File: config.mk
export PLATFORM = sky130hd
export DESIGN_NAME = shared_buffer_dynamic_threshold_unit
export DESIGN_NICKNAME = d
export VERILOG_FILES = /design/src/hdl/sbdt_pkg.sv /design/src/hdl/sbdt_ram.sv /design/src/hdl/shared_buffer_dynamic_threshold_unit.sv
export SDC_FILE = /design/constraint.sdc
export NUM_CORES = 2
export LEC_CHECK = 0
export BUFFER_PORTS_ARGS = -buffer_cell sky130_fd_sc_hd__buf_4
export CORE_MARGIN = 5
export CORE_UTILIZATION = 23
export CTS_CLUSTER_DIAMETER = 60
export CTS_CLUSTER_SIZE = 10
export DETAILED_ROUTE_END_ITERATION = 7
export MAX_ROUTING_LAYER = met4
export PLACE_DENSITY = 0.46
export SYNTH_ARGS = -nofsm -noshare
export SYNTH_HDL_FRONTEND = slang
export SYNTH_SLANG_ARGS = --single-unit
File: constraint.sdc
create_clock -name i_clk -period 6.7 [get_ports i_clk]
set_input_delay 1.005 -clock i_clk [delete_from_list [all_inputs] [get_ports i_clk]]
set_output_delay 1.005 -clock i_clk [all_outputs]
set_load 0.05 [all_outputs]
File: src/hdl/sbdt_pkg.sv
// Package for the shared buffer dynamic threshold unit.
// Holds item and result types, op codes and register indexes; no dependencies.
package sbdt_pkg;

    localparam int unsigned BYTES_W = 24;
    localparam int unsigned THR_W   = 25;
    localparam int unsigned ALPHA_W = 7;
    localparam int unsigned TICK_W  = 16;
    localparam int unsigned SIZE_W  = 16;
    localparam int unsigned PORT_W  = 4;
    localparam int unsigned NUM_W   = ALPHA_W + BYTES_W;
    localparam int unsigned CFG_IDX_W = 2;

    localparam logic [BYTES_W-1:0] RESET_MAX_BYTES = 24'd9000000;
    localparam logic [THR_W-1:0]   RESET_THRESHOLD = 25'd18000000;
    localparam logic [ALPHA_W-1:0] RESET_ALPHA     = 7'd2;
    localparam logic [TICK_W-1:0]  RESET_PERIOD    = 16'd1000;
    localparam logic [THR_W-1:0]   THR_SAT         = '1;

    typedef enum logic [1:0] {
        OP_ARRIVE = 2'd0,
        OP_DEPART = 2'd1,
        OP_TICK   = 2'd2
    } t_op;

    typedef enum logic [CFG_IDX_W-1:0] {
        CFG_MAX_BYTES = 2'd0,
        CFG_ALPHA     = 2'd1,
        CFG_PERIOD    = 2'd2
    } t_cfg_idx;

    typedef struct packed {
        logic [1:0]        op;
        logic [PORT_W-1:0] port;
        logic [SIZE_W-1:0] size_bytes;
    } t_item;

    typedef struct packed {
        logic               admitted;
        logic [BYTES_W-1:0] port_used;
        logic [BYTES_W-1:0] total_used;
        logic [THR_W-1:0]   threshold_now;
    } t_result;

endpackage

File: src/hdl/sbdt_ram.sv
// Generic single-write, single-read RAM with registered read data.
// No dependencies.
module sbdt_ram #(
    parameter int unsigned WIDTH = 24,
    parameter int unsigned DEPTH = 16
) (
    input  logic                     i_clk,
    input  logic                     i_we,
    input  logic [$clog2(DEPTH)-1:0] i_waddr,
    input  logic [WIDTH-1:0]         i_wdata,
    input  logic [$clog2(DEPTH)-1:0] i_raddr,
    output logic [WIDTH-1:0]         o_rdata
);
    logic [WIDTH-1:0] r_mem [DEPTH];

    always_ff @(posedge i_clk) begin
        if (i_we) begin
            r_mem[i_waddr] <= i_wdata;
        end
        o_rdata <= r_mem[i_raddr];
    end
endmodule

File: src/hdl/shared_buffer_dynamic_threshold_unit.sv
// Top level of the shared buffer admission unit with dynamic per-port threshold.
// Uses sbdt_pkg and two sbdt_ram instances (port byte counts, idle timers).
//
// Usage:
//   Input channel: present i_item with i_start high; the item is taken at an
//   edge where i_start is high and o_busy is low.
//   Result channel: o_result is valid for exactly one cycle while o_done is
//   high. There is no back pressure; the receiver must take it then.
//   Configuration: i_cfg_we writes i_cfg_data to register i_cfg_idx
//   (0 max buffer bytes, 1 alpha, 2 period ticks); write only while idle.
// Sequence:
//   Arrival, departure and unused ops: one RAM read followed by one
//   read-modify-write step.
//   Tick: one RAM read, a sweep over the PORTS entries of the timer RAM and
//   a finish step, with a multiply step and the bit-serial divider between
//   them when the threshold recalculation runs.
//   A new item may be started in the cycle its predecessor's result shows.
// Reset: synchronous active low; counts, flags and timers read as zero,
//   threshold as twice the reset buffer size, registers take reset values.
module shared_buffer_dynamic_threshold_unit #(
    parameter int unsigned PORTS = 16
) (
    input  logic                           i_clk,
    input  logic                           i_rst_n,
    input  logic                           i_start,
    output logic                           o_busy,
    input  sbdt_pkg::t_item                i_item,
    output logic                           o_done,
    output sbdt_pkg::t_result              o_result,
    input  logic                           i_cfg_we,
    input  logic [sbdt_pkg::CFG_IDX_W-1:0] i_cfg_idx,
    input  logic [sbdt_pkg::BYTES_W-1:0]   i_cfg_data
);
    import sbdt_pkg::*;

    localparam int unsigned PW  = $clog2(PORTS);
    localparam int unsigned CW  = PW + 1;
    localparam int unsigned SW  = BYTES_W + PW;
    localparam int unsigned DW  = CW + ALPHA_W + 1;
    localparam int unsigned DCW = $clog2(NUM_W + 1);
    localparam int unsigned IW  = TICK_W + 1;

    typedef enum logic [2:0] {
        S_IDLE, S_RMW, S_SWEEP, S_MUL, S_DIV, S_FIN
    } t_state;

    t_state               r_state;
    logic [BYTES_W-1:0]   r_max;
    logic [ALPHA_W-1:0]   r_alpha;
    logic [TICK_W-1:0]    r_period;
    logic [BYTES_W-1:0]   r_total;
    logic [THR_W-1:0]     r_thr;
    logic [TICK_W-1:0]    r_rcount;
    logic                 r_run;
    logic                 r_do_recalc;
    logic [PORTS-1:0]     r_bv;
    logic [PORTS-1:0]     r_iv;
    logic                 r_bv_q;
    logic                 r_iv_q;
    t_item                r_item;
    logic [CW-1:0]        r_idx;
    logic [CW-1:0]        r_act;
    logic [SW-1:0]        r_idle_sum;
    logic [BYTES_W-1:0]   r_pu;
    logic [NUM_W-1:0]     r_quo;
    logic [DW-1:0]        r_den;
    logic [DW-1:0]        r_rem;
    logic [DCW-1:0]       r_dcnt;
    logic                 r_done;
    t_result              r_result;

    logic                 w_accept;
    logic [PW-1:0]        w_raddr;
    logic [PW-1:0]        w_item_addr;
    logic                 w_item_ok;
    logic [BYTES_W-1:0]   w_bytes_rd;
    logic [BYTES_W-1:0]   w_bytes_q;
    logic [IW-1:0]        w_idle_rd;
    logic [IW-1:0]        w_idle_q;
    logic                 w_b_we;
    logic [PW-1:0]        w_b_waddr;
    logic [BYTES_W-1:0]   w_b_wdata;
    logic                 w_i_we;
    logic [PW-1:0]        w_i_waddr;
    logic [IW-1:0]        w_i_wdata;
    logic [PW-1:0]        w_sw_addr;
    logic [IW-1:0]        w_sw_idle;
    logic                 w_sw_last;
    logic [THR_W:0]       w_port_sum;
    logic [BYTES_W:0]     w_total_sum;
    logic                 w_admit;
    logic [BYTES_W-1:0]   w_rem_bytes;
    logic [BYTES_W-1:0]   w_room;
    logic [DW:0]          w_rem_sh;
    logic                 w_ge;
    logic [THR_W-1:0]     w_thr_new;

    assign w_accept    = i_start && (r_state == S_IDLE);
    assign w_item_addr = PW'(r_item.port);
    assign w_item_ok   = 32'(r_item.port) < PORTS;
    assign w_raddr     = (r_state == S_SWEEP) ? r_idx[PW-1:0] :
                         (i_item.op == OP_TICK) ? '0 : PW'(i_item.port);

    sbdt_ram #(.WIDTH(BYTES_W), .DEPTH(PORTS)) u_bytes_ram (
        .i_clk   (i_clk),
        .i_we    (w_b_we),
        .i_waddr (w_b_waddr),
        .i_wdata (w_b_wdata),
        .i_raddr (w_raddr),
        .o_rdata (w_bytes_rd)
    );

    sbdt_ram #(.WIDTH(IW), .DEPTH(PORTS)) u_idle_ram (
        .i_clk   (i_clk),
        .i_we    (w_i_we),
        .i_waddr (w_i_waddr),
        .i_wdata (w_i_wdata),
        .i_raddr (w_raddr),
        .o_rdata (w_idle_rd)
    );

    assign w_bytes_q = r_bv_q ? w_bytes_rd : '0;
    assign w_idle_q  = r_iv_q ? w_idle_rd : '0;

    assign w_port_sum  = (THR_W+1)'(w_bytes_q) + (THR_W+1)'(r_item.size_bytes);
    assign w_total_sum = (BYTES_W+1)'(r_total) + (BYTES_W+1)'(r_item.size_bytes);
    assign w_admit     = w_item_ok && (r_item.op == OP_ARRIVE)
                         && (w_total_sum <= (BYTES_W+1)'(r_max))
                         && (w_port_sum <= (THR_W+1)'(r_thr));
    assign w_rem_bytes = (BYTES_W'(r_item.size_bytes) < w_bytes_q) ?
                         BYTES_W'(r_item.size_bytes) : w_bytes_q;

    assign w_sw_addr = PW'(r_idx - CW'(1));
    assign w_sw_last = (r_idx == CW'(PORTS));
    always_comb begin
        w_sw_idle = w_idle_q;
        if (w_idle_q[TICK_W]) begin
            if (w_idle_q[TICK_W-1:0] <= TICK_W'(1)) begin
                w_sw_idle = '0;
            end else begin
                w_sw_idle = {1'b1, w_idle_q[TICK_W-1:0] - TICK_W'(1)};
            end
        end
    end

    always_comb begin
        w_b_we    = 1'b0;
        w_b_waddr = w_item_addr;
        w_b_wdata = w_bytes_q;
        w_i_we    = 1'b0;
        w_i_waddr = w_item_addr;
        w_i_wdata = {1'b1, r_period};
        if (r_state == S_RMW && w_item_ok) begin
            if (w_admit) begin
                w_b_we    = 1'b1;
                w_b_wdata = w_port_sum[BYTES_W-1:0];
                w_i_we    = 1'b1;
            end else if (r_item.op == OP_DEPART) begin
                w_b_we    = 1'b1;
                w_b_wdata = w_bytes_q - w_rem_bytes;
            end
        end else if (r_state == S_SWEEP) begin
            w_i_we    = 1'b1;
            w_i_waddr = w_sw_addr;
            w_i_wdata = w_sw_idle;
        end
    end

    assign w_room = (r_idle_sum > SW'(r_max)) ? '0 :
                    (r_max - r_idle_sum[BYTES_W-1:0]);

    assign w_rem_sh = {r_rem, r_quo[NUM_W-1]};
    assign w_ge     = w_rem_sh >= (DW+1)'(r_den);
    assign w_thr_new = (r_quo[NUM_W-1:THR_W] != '0) ? THR_SAT : r_quo[THR_W-1:0];

    always_ff @(posedge i_clk) begin
        if (!i_rst_n) begin
            r_state     <= S_IDLE;
            r_max       <= RESET_MAX_BYTES;
            r_alpha     <= RESET_ALPHA;
            r_period    <= RESET_PERIOD;
            r_total     <= '0;
            r_thr       <= RESET_THRESHOLD;
            r_rcount    <= '0;
            r_run       <= 1'b0;
            r_do_recalc <= 1'b0;
            r_bv        <= '0;
            r_iv        <= '0;
            r_bv_q      <= 1'b0;
            r_iv_q      <= 1'b0;
            r_idx       <= '0;
            r_act       <= '0;
            r_idle_sum  <= '0;
            r_dcnt      <= '0;
            r_done      <= 1'b0;
        end else begin
            r_done <= 1'b0;
            r_bv_q <= r_bv[w_raddr];
            r_iv_q <= r_iv[w_raddr];
            if (w_b_we) begin
                r_bv[w_b_waddr] <= 1'b1;
            end
            if (w_i_we) begin
                r_iv[w_i_waddr] <= 1'b1;
            end
            if (i_cfg_we) begin
                case (i_cfg_idx)
                    CFG_MAX_BYTES: r_max    <= i_cfg_data;
                    CFG_ALPHA:     r_alpha  <= i_cfg_data[ALPHA_W-1:0];
                    CFG_PERIOD:    r_period <= i_cfg_data[TICK_W-1:0];
                    default: ;
                endcase
            end
            case (r_state)
                S_IDLE: begin
                    if (w_accept) begin
                        r_item <= i_item;
                        if (i_item.op == OP_TICK) begin
                            r_state     <= S_SWEEP;
                            r_idx       <= CW'(1);
                            r_act       <= '0;
                            r_idle_sum  <= '0;
                            r_pu        <= '0;
                            r_do_recalc <= 1'b0;
                            if (r_run) begin
                                if (r_rcount <= TICK_W'(1)) begin
                                    r_rcount    <= '0;
                                    r_do_recalc <= 1'b1;
                                end else begin
                                    r_rcount <= r_rcount - TICK_W'(1);
                                end
                            end
                        end else begin
                            r_state <= S_RMW;
                        end
                    end
                end
                S_RMW: begin
                    r_state                 <= S_IDLE;
                    r_done                  <= 1'b1;
                    r_result.admitted       <= w_admit;
                    r_result.threshold_now  <= r_thr;
                    r_result.port_used      <= w_item_ok ? w_bytes_q : '0;
                    r_result.total_used     <= r_total;
                    if (w_admit) begin
                        r_total                <= w_total_sum[BYTES_W-1:0];
                        r_result.port_used     <= w_port_sum[BYTES_W-1:0];
                        r_result.total_used    <= w_total_sum[BYTES_W-1:0];
                        if (!r_run) begin
                            r_run    <= 1'b1;
                            r_rcount <= r_period;
                        end
                    end else if (r_item.op == OP_DEPART && w_item_ok) begin
                        r_result.port_used <= w_bytes_q - w_rem_bytes;
                        r_total            <= (w_rem_bytes < r_total) ?
                                              r_total - w_rem_bytes : '0;
                        r_result.total_used <= (w_rem_bytes < r_total) ?
                                               r_total - w_rem_bytes : '0;
                    end
                end
                S_SWEEP: begin
                    r_idx <= r_idx + CW'(1);
                    if (w_sw_idle[TICK_W]) begin
                        r_act <= r_act + CW'(1);
                    end else begin
                        r_idle_sum <= r_idle_sum + SW'(w_bytes_q);
                    end
                    if (w_item_ok && w_sw_addr == w_item_addr) begin
                        r_pu <= w_bytes_q;
                    end
                    if (w_sw_last) begin
                        r_state <= r_do_recalc ? S_MUL : S_FIN;
                    end
                end
                S_MUL: begin
                    r_quo   <= NUM_W'(r_alpha * w_room);
                    r_den   <= DW'(1) + DW'(r_act * r_alpha);
                    r_rem   <= '0;
                    r_dcnt  <= DCW'(NUM_W);
                    r_state <= S_DIV;
                end
                S_DIV: begin
                    r_rem  <= w_ge ? DW'(w_rem_sh - (DW+1)'(r_den)) : DW'(w_rem_sh);
                    r_quo  <= {r_quo[NUM_W-2:0], w_ge};
                    r_dcnt <= r_dcnt - DCW'(1);
                    if (r_dcnt == DCW'(1)) begin
                        r_state <= S_FIN;
                    end
                end
                S_FIN: begin
                    r_state <= S_IDLE;
                    r_done  <= 1'b1;
                    if (r_do_recalc) begin
                        r_thr                  <= w_thr_new;
                        r_result.threshold_now <= w_thr_new;
                        if (r_act == '0) begin
                            r_run <= 1'b0;
                        end else begin
                            r_rcount <= r_period;
                        end
                    end else begin
                        r_result.threshold_now <= r_thr;
                    end
                    r_result.admitted   <= 1'b0;
                    r_result.port_used  <= r_pu;
                    r_result.total_used <= r_total;
                end
                default: r_state <= S_IDLE;
            endcase
        end
    end

    assign o_busy   = (r_state != S_IDLE);
    assign o_done   = r_done;
    assign o_result = r_result;

    a_done_ends_work: assert property (@(posedge i_clk) disable iff (!i_rst_n)
        $fell(o_busy) |-> o_done)
        else $error("busy dropped without a result");

    a_start_busy: assert property (@(posedge i_clk) disable iff (!i_rst_n)
        (i_start && !o_busy) |=> o_busy)
        else $error("accepted item did not raise busy");

    a_active_bound: assert property (@(posedge i_clk) disable iff (!i_rst_n)
        32'(r_act) <= PORTS)
        else $error("active port count out of range");

    a_admit_arrive: assert property (@(posedge i_clk) disable iff (!i_rst_n)
        (o_done && o_result.admitted) |-> $past(r_item.op == OP_ARRIVE))
        else $error("admitted set for a non-arrival");
endmodule
Word-level counts from Yosys, hierarchy flattened
Memory sizes are Yosys's and may differ from the RTL's. A register that Yosys moved wholly into a read port is not among the register bits.
Cells that the tools add are included.
{"block": "word_totals", "mem_bits_rw": 656, "rom_bits": 0, "latch_bits": 0, "ff_bits": 372, "output_inout_bits": 76, "mem_count": 2}
{"block": "classes", "shift": 0, "reduce_logical": 33, "n_addsub": 14, "eq_ne": 25, "muxes": 82, "n_mul": 2, "n_bitwise": 2, "order_cmp": 13, "n_div": 0}
{"name": "u_bytes_ram.r_mem", "depth": 16, "word_bits": 24, "rd": 1, "rd_clocked_by_memory_dff": 1, "wr": 1, "line": "sbdt_ram.sv:14", "source": "logic [WIDTH-1:0] r_mem [DEPTH];"}
{"name": "u_idle_ram.r_mem", "depth": 16, "word_bits": 17, "rd": 1, "rd_clocked_by_memory_dff": 1, "wr": 1, "line": "sbdt_ram.sv:14"}
{"operator": "$mux 24", "count": 12}
{"operator": "$pmux 74 s2", "count": 1}
{"operator": "$mux 16", "count": 8}
{"operator": "$mux 48", "count": 2}
{"operator": "$mux 17", "count": 5}
{"operator": "$mux 28", "count": 3}
{"operator": "$sub 24x24->24", "count": 3}
{"operator": "$pmux 31 s2", "count": 1}
{"operator": "$pmux 28 s2", "count": 1}
{"operator": "$add 24x16->25", "count": 2}
{"operator": "$mux 25", "count": 2}
{"operator": "$pmux 16 s3", "count": 1}
{"operator": "$pmux 24 s2", "count": 1}
{"operator": "$le 16x1->1 const B", "count": 2}
{"operator": "$or 16x16->16", "count": 2}
{"operator": "$sub 16x1->16 const B", "count": 2}
{"operator": "$mul 7x24->31", "count": 1}
{"operator": "$pmux 5 s2", "count": 3}
{"operator": "$add 28x24->28", "count": 1}
{"operator": "$gt 28x24->1", "count": 1}
{"operator": "$pmux 13 s2", "count": 1}
{"operator": "$le 25x24->1", "count": 1}
{"operator": "$le 25x25->1", "count": 1}
{"operator": "$mux 5", "count": 5}
{"operator": "43 further kinds", "count": 109}

Logic depth before layout (Yosys ltp)
{"block": "depth", "depth_word": 8, "mapped_depth": 31, "depth_no_buf": 31}

Modules after synthesis
Synthesis repeated with hierarchy kept, for this count alone.
{"block": "hier_totals", "hier_cells": 4808, "area_unflattened_um2": 57068.5}
{"module": "shared_buffer_dynamic_threshold_unit", "cells_each": 3714, "area_each_um2": 31500.2, "seq_area_each_um2": 9218.8, "instances": 1}
{"module": "sbdt_ram at u_bytes_ram", "cells_each": 636, "area_each_um2": 14930.6, "seq_area_each_um2": 12011.5, "instances": 1}
{"module": "sbdt_ram at u_idle_ram", "cells_each": 458, "area_each_um2": 10637.7, "seq_area_each_um2": 8508.2, "instances": 1}

Least setup slack after synthesis
OpenSTA, ideal clock, no wires.
{"block": "synth_timing", "path_type": "flip-flop to flip-flop", "startpoint": "register r_max[1]", "endpoint": "register r_quo[30] (data pin)", "stages_incl_launch_ff": 30, "arrival_ns": 6.884, "t_required_ns": 6.437, "setup_time_ns": 0.263, "setup_slack_ns": -0.447, "path_cell_list": "dfxtp_1 inv_1 ha_1 nor2b_1 o21ai_0 nand2b_1 a2111oi_0 a2111oi_0 o31a_1 o21a_1 clkbuf_1 a211oi_1 and2_1 fa_1 fa_1 fa_1 inv_1 fa_1 inv_1 ha_1 clkbuf_1 o21a_1 nor2_1 o31a_1 o21ai_0 nand3_1 a31oi_1 o2111ai_1 and3_1 a2111o_1"}
{"block": "synth_via", "elab_chain_cells": 4, "word_cells_on_any_way": 5, "cone_classes": "add/sub (1); mul (1); order compare (1); mux (2)"}
{"item": "start: declaration", "line": "shared_buffer_dynamic_threshold_unit.sv:48", "source": "logic [BYTES_W-1:0] r_max;"}
{"item": "start signal: assignment", "line": "shared_buffer_dynamic_threshold_unit.sv:208", "source": "CFG_MAX_BYTES: r_max <= i_cfg_data;"}
{"item": "$sub 24x24->24 / $gt 28x24->1 (equally long branches)", "line": "shared_buffer_dynamic_threshold_unit.sv:170, shared_buffer_dynamic_threshold_unit.sv:169"}
{"item": "$mux 24 (*)", "line": "shared_buffer_dynamic_threshold_unit.sv:169", "source": "assign w_room = (r_idle_sum > SW'(r_max)) ? '0 :"}
{"item": "$mul 7x24->31 (*)", "line": "shared_buffer_dynamic_threshold_unit.sv:276", "source": "r_quo <= NUM_W'(r_alpha * w_room);"}
{"item": "$pmux 31 s2 (*)", "line": "shared_buffer_dynamic_threshold_unit.sv:214", "source": "case (r_state)"}
{"item": "end signal: assignment", "line": "shared_buffer_dynamic_threshold_unit.sv:276"}
{"item": "end signal: assignment", "line": "shared_buffer_dynamic_threshold_unit.sv:284", "source": "r_quo <= {r_quo[NUM_W-2:0], w_ge};"}
{"item": "end: declaration", "line": "shared_buffer_dynamic_threshold_unit.sv:65", "source": "logic [NUM_W-1:0] r_quo;"}
Mark *: on every way between the ends. The rest lies on a longest branch, timed or not.
A chain may end at the register's enable or synchronous reset.

Worst setup path in the final report
{"block": "layout_timing", "startpoint": "register r_max[1]", "endpoint": "register r_quo[19] (data pin)"}
The elaborated chain is that of the path after synthesis.

==> impl_metrics.ini <==
[run_status]
status = finished, violations left
violations = negative setup slack

[worst_setup_path]
worstSetupPathType = reg2reg
cp.required_ns = 7.20
r2r_setup_slack_ns = -0.35
rr_startpoint = r_max[1]$_SDFFE_PN0P_
worst_r2r_path_depth = 33
cp-end-kind = flip-flop
crit_top_cell = fa_1
arrival_ns = 7.55
cpPeakStageDelay_ns = 0.52
timing.rr.end = r_quo[19]$_DFFE_PP_
cp-start-kind = flip-flop
slowest_stage = fa_1
path_max_fanout = 6

[clock_tree]
cts_sinks = 1069
h-tree-depth = 4
cts-root-buf = clkbuf_16
clock_latency_ns = 0.81
cts_tree = yes
clk_pin_slew_ns = 0.06
cts_buffers = 141
cts_max_path_buffers = 3

[die]
ios = 128
die-height_microns = 515
initial_core_util_pct = 23.1
die_w_microns = 515
die_area_sq_um = 266000
coreArea_sq_um = 254000
rows = 185

[power]
finalPower_mw = 19.3
p_per_area_nw_per_um2 = 259
p_leak_nw = 28.4
ir_drop_mv = 0.174

[timing]
setup_viol = 17
max_slew_margin_pct = 23.5
min_period_over_period_pct = 105
fmax_mhz = 142
timing.hold.ws_ns = 0.403
period_needed_ns = 7.05
rsz0062_at_grt = yes
tightest_slew_ns = 1.15
clock_skew_ns = 0.0736
fin_tns_setup_ns = -3.47
finalMaxSlewViolations = 0
post-route-worst-setup-slack_ns = -0.349
hold_violations = 0

[synthesis]
syn_inst = 5633
synth_area_sq_um = 58700
synth_seq_cells = 1069
ys_types = 90
yosysSeqAreaShare_pct = 50.6
synth_area_per_cell_sq_um = 10.4
synth_flop_cell = edfxtp_1
synth_edf_count = 833
yosys.area.top_type = edfxtp_1
async_flop_share_pct = 0
yosysWarnings = 0
netlist.area_leader.share_pct = 42.6
ys_top_cells_by_area = edfxtp_1 (43%), dfxtp_1 (8.0%), ha_1 (6.6%), nand2_1 (5.2%), fa_1 (4.5%)

[route]
routed_wl_mm = 201
drt-wirelength-per-cell_microns = 20.7
drtAntennaViolNets = 0
vias = 45400
vias_per_cell = 4.68
route.detailed.drc = 0
drt-pass1-iter-count = 6
drt_first_iter_violations = 3241

[global_routing]
grt_overflow = 0
grt_pass1_wl_mm = 296
antenna_found_initial = 5
track_usage_pct = 15.1
grt_max_degree = 205
grt_pass1_vias = 44500

[placement]
gp_congestion = 0.889
dp_hpwl_mm = 143
place_ws_ns = -0.824
portBuffers = 127

[run]
max-cap-violations = 0

[worst_hold_path]
worstHoldPathCells = 1
hp-class = in2reg
hold_start = i_item[14]
hold_path_end = r_item[14]$_DFFE_PP_

[final_layout]
syn_to_final_growth_pct = 26.6
final_nets = 6713
layout-drive-gt1-share_pct = 19.3
[logic make-up (layout without fill, tap and decap cells)]
group,count (synthesis),in the layout,share of synthesized area (%)
simple gates,1840,1840,14.7
compound gates,1456,1456,16.4
flops,1069,1069,50.6
buf+inv,622,1310,4.04
fa+ha+maj,443,443,11.1
xor+xnor,165,165,2.46
mux,37,37,0.643
other cells,1,13,0.00638
[power by group]
part           internal [mW]  switching [mW]  total [mW]
registers               7.46           0.183        7.65
logic                   1.67            2.63        4.30
clock network           4.28            3.06        7.34
total                   13.4            5.87        19.3
[layout by cell type, fill, tap and decap left out, types with 35 or more instances in the layout]
cell / n
a211oi_1: 254
a21o_1: 68
a21oi_1: 335
a311oi_1: 88
a31oi_1: 120
and2_1: 302
and3_1: 43
buf_12: 66
buf_4: 647
clkbuf_1: 66
clkbuf_16: 142
dfxtp_1: 231
edfxtp_1: 833
fa_1: 126
ha_1: 287
inv_1: 291
nand2_1: 808
nand2b_1: 35
nand3_1: 99
nor2_1: 234
nor3_1: 56
o21a_1: 36
o21ai_0: 188
o21ai_1: 36
xnor2_1: 100
xor2_1: 50
[stage by stage]
stage,area (sq um),utilization [%],std cells
global route,74400,29.3,9696
CTS,73800,29.1,9679
detailed placement,68300,26.9,9403
floorplan,58900,-,5640
finish,74400,29.3,9699
global placement,68300,26.9,9403
[final cells by class]
type,instances,area [sq um]
Sequential cell,1069,29700
Tap cell,3366,4210
Timing Repair Buffer,741,6490
Fill cell,26300,180000
Multi-Input combinational cell,3949,28200
Clock inverter,41,693
Antenna cell,5,12.5
Inverter,316,1190
Clock buffer,212,3860
[registers in the layout, summed over array words and instances, names as in the netlist, 7 cells and up]
register             cells
r_total                 24
r_pu                    24
r_rcount                16
u_idle_ram.r_mem       272
o_result                74
r_thr                   25
r_period                16
u_idle_ram.o_rdata      17
u_bytes_ram.r_mem      384
r_idle_sum              28
r_quo                   31
r_iv                    16
r_max                   24
r_item                  18
r_den                   13
r_bv                    16
r_alpha                  7
r_rem                   13
u_bytes_ram.o_rdata     24
[how the worst max path moves through the flow]
stage,start,endpoint,cells after the start
CTS,r_max[1]$_SDFFE_PN0P_,r_quo[19]$_DFFE_PP_,33
detailed placement,r_max[1]$_SDFFE_PN0P_,r_quo[29]$_DFFE_PP_,30
floorplan,r_max[1]$_SDFFE_PN0P_,r_quo[30]$_DFFE_PP_,28
global route,r_max[1]$_SDFFE_PN0P_,r_quo[19]$_DFFE_PP_,33
finish,r_max[1]$_SDFFE_PN0P_,r_quo[19]$_DFFE_PP_,33
global placement,r_max[1]$_SDFFE_PN0P_,r_quo[30]$_DFFE_PP_,28
[timing repair]
| item | 4_1_cts | 5_1_grt |
|---|---|---|
| resized for setup | 180 | 103 |
| pin swaps | 160 | 86 |
| setup buffers | 25 | 19 |
| hold buffers | 0 | 0 |
| gates cloned | 1 | 0 |
| setup endpoints to repair | 38 | 1117 |
[cells in the mapped netlist, types with 13 or more instances]
| cell | n |
|---|---|
| a211oi_1 | 258 |
| buf_2 | 15 |
| nor2_1 | 283 |
| and3_1 | 46 |
| or3_1 | 27 |
| ha_1 | 312 |
| dfxtp_1 | 236 |
| o21a_1 | 39 |
| o22ai_1 | 14 |
| o21bai_1 | 26 |
| fa_1 | 131 |
| buf_1 | 17 |
| a22oi_1 | 22 |
| a21oi_1 | 354 |
| nand2_1 | 816 |
| edfxtp_1 | 833 |
| xnor2_1 | 110 |
| nand4_1 | 33 |
| and2_1 | 329 |
| nand3_1 | 103 |
| nor3_1 | 68 |
| nand2b_1 | 38 |
| a311oi_1 | 89 |
| clkbuf_1 | 269 |
| a21boi_0 | 13 |
| xor2_1 | 55 |
| o21ai_1 | 14 |
| mux2i_1 | 31 |
| inv_1 | 314 |
| o221ai_1 | 14 |
| o31ai_1 | 24 |
| o21ai_0 | 221 |
| or2_2 | 15 |
| o211ai_1 | 27 |
| o22a_1 | 27 |
| a21o_1 | 69 |
| a31oi_1 | 125 |
| nor2b_1 | 30 |
[layer usage]
| metal | GRT usage [%] | part of all wire (%) |
|---|---|---|
| met1 | 19.5 | 45 |
| met2 | 24.8 | 48 |
| met3 | 1.92 | 4.0 |
| met4 | 4.44 | 2.6 |
| met5 | - | 0 |
[worst max-delay path: cells and delay by family (launching register included)]
| family | cells | cell delay, ns |
|---|---|---|
| AO/OA/AOI/OAI | 13 | 2.46 |
| XOR/XNOR | 1 | 0.17 |
| adder cells (fa/ha/maj) | 6 | 2.47 |
| buffers and inverters | 9 | 0.93 |
| flip-flops | 1 | 0.33 |
| AND/OR/NAND/NOR | 4 | 0.38 |
No activity file was read; power rests on OpenSTA's default activity.
